--- src/rtl/mma_ram.sv ---
// Generic single-port-write, single-port-read RAM with registered read data.
module mma_ram #(
  parameter int WIDTH = 16,
  parameter int DEPTH = 64,
  localparam int AW = (DEPTH > 1) ? $clog2(DEPTH) : 1
) (
  input  logic             clk,
  input  logic             we,
  input  logic [AW-1:0]    waddr,
  input  logic [WIDTH-1:0] wdata,
  input  logic [AW-1:0]    raddr,
  output logic [WIDTH-1:0] rdata
);

  logic [WIDTH-1:0] mem_r [DEPTH];

  always_ff @(posedge clk) begin
    if (we) begin
      mem_r[waddr] <= wdata;
    end
    rdata <= mem_r[raddr];
  end

endmodule

--- config.mk ---
export PLATFORM = sky130hd
export DESIGN_NAME = mma_ram
export DESIGN_NICKNAME = d
export VERILOG_FILES = /design/src/rtl/mma_ram.sv
export SDC_FILE = /design/constraint.sdc
export NUM_CORES = 1
export LEC_CHECK = 0
export BUFFER_PORTS_ARGS = -buffer_cell sky130_fd_sc_hd__buf_2
export CAP_MARGIN = 20
export CORE_MARGIN = 2
export CORE_UTILIZATION = 56
export DETAILED_ROUTE_END_ITERATION = 7
export PLACE_DENSITY = 0.85
export SLEW_MARGIN = 20
export SYNTH_ARGS = -nofsm -noshare
export SYNTH_HDL_FRONTEND = slang
export SYNTH_SLANG_ARGS = --single-unit
--- constraint.sdc ---
create_clock -name clk -period 2.4 [get_ports clk]
set_input_delay 0.48 -clock clk [delete_from_list [all_inputs] [get_ports clk]]
set_output_delay 0.48 -clock clk [all_outputs]
set_load 0.02 [all_outputs]
==> out/results.txt <==
Largest family of logic cells by synthesized area -> multiplexers
CTS Buffer Depth -> 3
Mapped cell area -> 40,040 um^2
Top_reg_cell synth -> edfxtp_1
Die width -> 271.4 um
Worst hold path class -> input pin to flop
Clock power share -> 41.6%
CP startpoint kind -> input pin
Dpl hpwl -> 63.51 mm
DRC viols -> 0
Critical path class -> input pin to flop
Port buffer count -> 45
CP dominant cell by count -> buf_4
Iteration-0 DRC Markers -> 3,641
Post-synth EDFFs -> 1,024
Measured slew at the worst slew-check pin -> 995.0 ps
CTS Buf Count -> 98
Setup Skew -> 28.70 ps
FF+latch count, synth -> 1,040
CP delay by family, top -> buffers and inverters
Placed cell count -> 2,981
Total of max-cap violations -> 0
Required time worst endpoint -> 2910 ps
RSZ-0062 raised after global routing -> false
Asr flop ratio synth -> 0%
CP Cell Sequence -> buf_8, buf_12, buf_4, buf_4, mux4_2, a22oi_1, a311oi_1
Hold Buf Count CTS -> 0
Synth warnings -> 0
PD cells -> 825.9 nW/um^2
Chip height -> 271.4 um
Total routed wirelength -> 105.5 mm
CP max FO -> 27
Nets@finish -> 2,161
Min cycle time layout -> 2254 ps
CP Buf/Inv Count -> 4
Static leakage -> 15.21 nW
Fin. Hold Viols -> 0
Die area -> 73,660 um^2
Core ar. -> 71,120 um^2
Final instance area -> 46,520 um^2
Htree depth -> 3
Placed Area -> 43,220 um^2
Starting Density -> 56.30%
Status -> finished clean
Pint -> 30.29 mW
Antenna violations before repair -> 7
Gr usage total -> 28.77%
Largest net degree at the start of global routing -> 65
Max incr delay on CP -> 580 ps
Synth top area cells -> edfxtp_1, mux4_2, mux2i_1, dfxtp_1, mux2_2
Synth Area in XOR/XNOR -> 0%
Fmax -> 0.4436 GHz
Sequential share of the synthesized area -> 77.59%
CTS tree -> yes
Final ANT Viol Nets -> 0
Layout Utilization -> 65.42%
Sw Ratio -> 21.17%
Critical path arrival -> 2760 ps
Layout Cells excl Fill -> 3,164
Worst setup margin -> 145.6 ps
Gpl congestion -> 0.9276
Clock-pin transition on the worst setup and hold timing paths -> 60 ps
Kind of end point of the critical path -> flop
First-pass GRT wire length -> 151.1 mm
Clock Latency Late Sink -> 670 ps
Seq pwr share -> 52.6%
Commonest cells post-synth -> edfxtp_1, mux4_2, mux2i_1, nor2_1, nand2_1
Max rail drop VDD -> 666.8 uV
Cell taking the most area after synthesis -> edfxtp_1
Vias -> 21,290
Post-Synth Adder-Cell Area -> 0%
Vias in the first global route -> 21,570
Pre-CTS WS -> -446.6 ps
Final Cycle Share -> 93.93%
Sink Count -> 1,040
Remaining global-route overflow -> 0
Post-CTS sizing -> 0
Setup-violating endpoint count in the final report -> 0
CP max-delay cell -> a22oi_1
Post-synthesis mux area share -> 15.52%
Switching Power -> 8.135 mW
Netlist cell types -> 43
Post-CTS Setup Bufs -> 0
Fin. max-slew vios -> 0
Syn Area/Cell -> 21.89 um^2
Area growth, synth to finish -> 16.18%
# rows -> 98
Post-synthesis compound-gate area fraction -> 2.409%
Top cell type's share of synthesized area -> 76.79%
Root Driver -> clkbuf_16
Simple-gate share of the synthesized area -> 2.647%
Combinational power share -> 5.8%
Layout cell share with drive strength beyond 1 -> 31.78%
Gate count of the mapped netlist -> 1,829
Most frequent cell after synthesis -> edfxtp_1
Via/cell ratio -> 6.728
Slew HR -> 33.67%
Ports -> 46
Synthesized net count -> 1,859
WL/cell -> 33.34 um
Pre-antenna DRT Iters -> 6
## routing by layer
metal / part of all wire, % / wire [um] / GRT usage (%)
met5: 0.049 / 52 / 0
met4: 5.2 / 5452 / 13.14
met3: 12 / 12280 / 6.448
met2: 50 / 52220 / 47.09
met1: 34 / 35490 / 37.26
## power by group through the flow
stage	registers (mW)	logic (mW)	clock network, mW
after floorplan	20.6	1.04	0
after global placement	20.6	2.06	0
after detailed placement	20.6	2.15	0
after CTS	20.2	2.20	16.1
after global routing	20.2	2.30	16.7
final	20.2	2.24	16.0
## worst paths after layout
kind	start	endpoint	slack, ps	depth (start not counted)
min	wdata[15]	mem_r[51][15]$_DFFE_PP_	300	1
max reg2reg	mem_r[20][15]$_DFFE_PP_	rdata[15]$_DFF_P_	290	6
min reg2reg	mem_r[50][10]$_DFFE_PP_	rdata[10]$_DFF_P_	910	4
max	raddr[0]	rdata[11]$_DFF_P_	150	7
## flip-flops by register name (all words and copies together) (netlist names)
register  cells
mem_r      1024
rdata        16
## cell usage in the layout (no fill, tap or decap), types with 4 or more instances in the layout
cell type  synthesis  final
nor2_1            72     72
dfxtp_1           16     16
a211o_1            8      8
a22oi_1           39     39
clkinv_2           0     18
o21ai_0            5      5
edfxtp_1        1024   1024
a311oi_1           8      8
nand3_1           24     24
nor2b_1           30     30
a21oi_1           17     17
clkbuf_16          0    101
clkbuf_1          24     15
nand4_1           12     12
buf_4             13    221
buf_12             5     40
a31oi_1            8      8
buf_2             36     42
nand2_1           59     59
mux4_1             4      4
mux4_2           220    220
mux2i_1           85     85
a221o_1            6      6
and4_1             5      5
a211oi_1           8      8
mux2_2            27     27
a221oi_1          16     16
a41oi_1            5      5
clkinv_1           0     25
a22o_1             6      6
bufinv_16          0     15
## area by class of cell
class                      count  area [um^2]
antenna                        2        5.005
clock buffer                 116         2584
clock inverter                65        715.7
fill                        4248        24600
multi-input combinational    685         8249
sequential                  1040        31070
tap                          950         1189
timing repair buffer         306         2710
## logic make-up after synthesis
logic type             Yosys count
and+or+nand+nor                220
AOI/OAI and AO/OA              129
muxes                          336
buffers and inverters          104
DFF                           1040
## through the flow
step	setup TNS, ps	hold slack [ps]	total power, mW
CTS	0	278.6	38.46
finish	0	297.8	38.42
floorplan	-4394	578.9	21.61
detailed placement	-4077	860.5	22.72
global placement	-3441	837.4	22.61
global route	0	308.4	39.19
No activity file was read; power rests on OpenSTA's default activity.
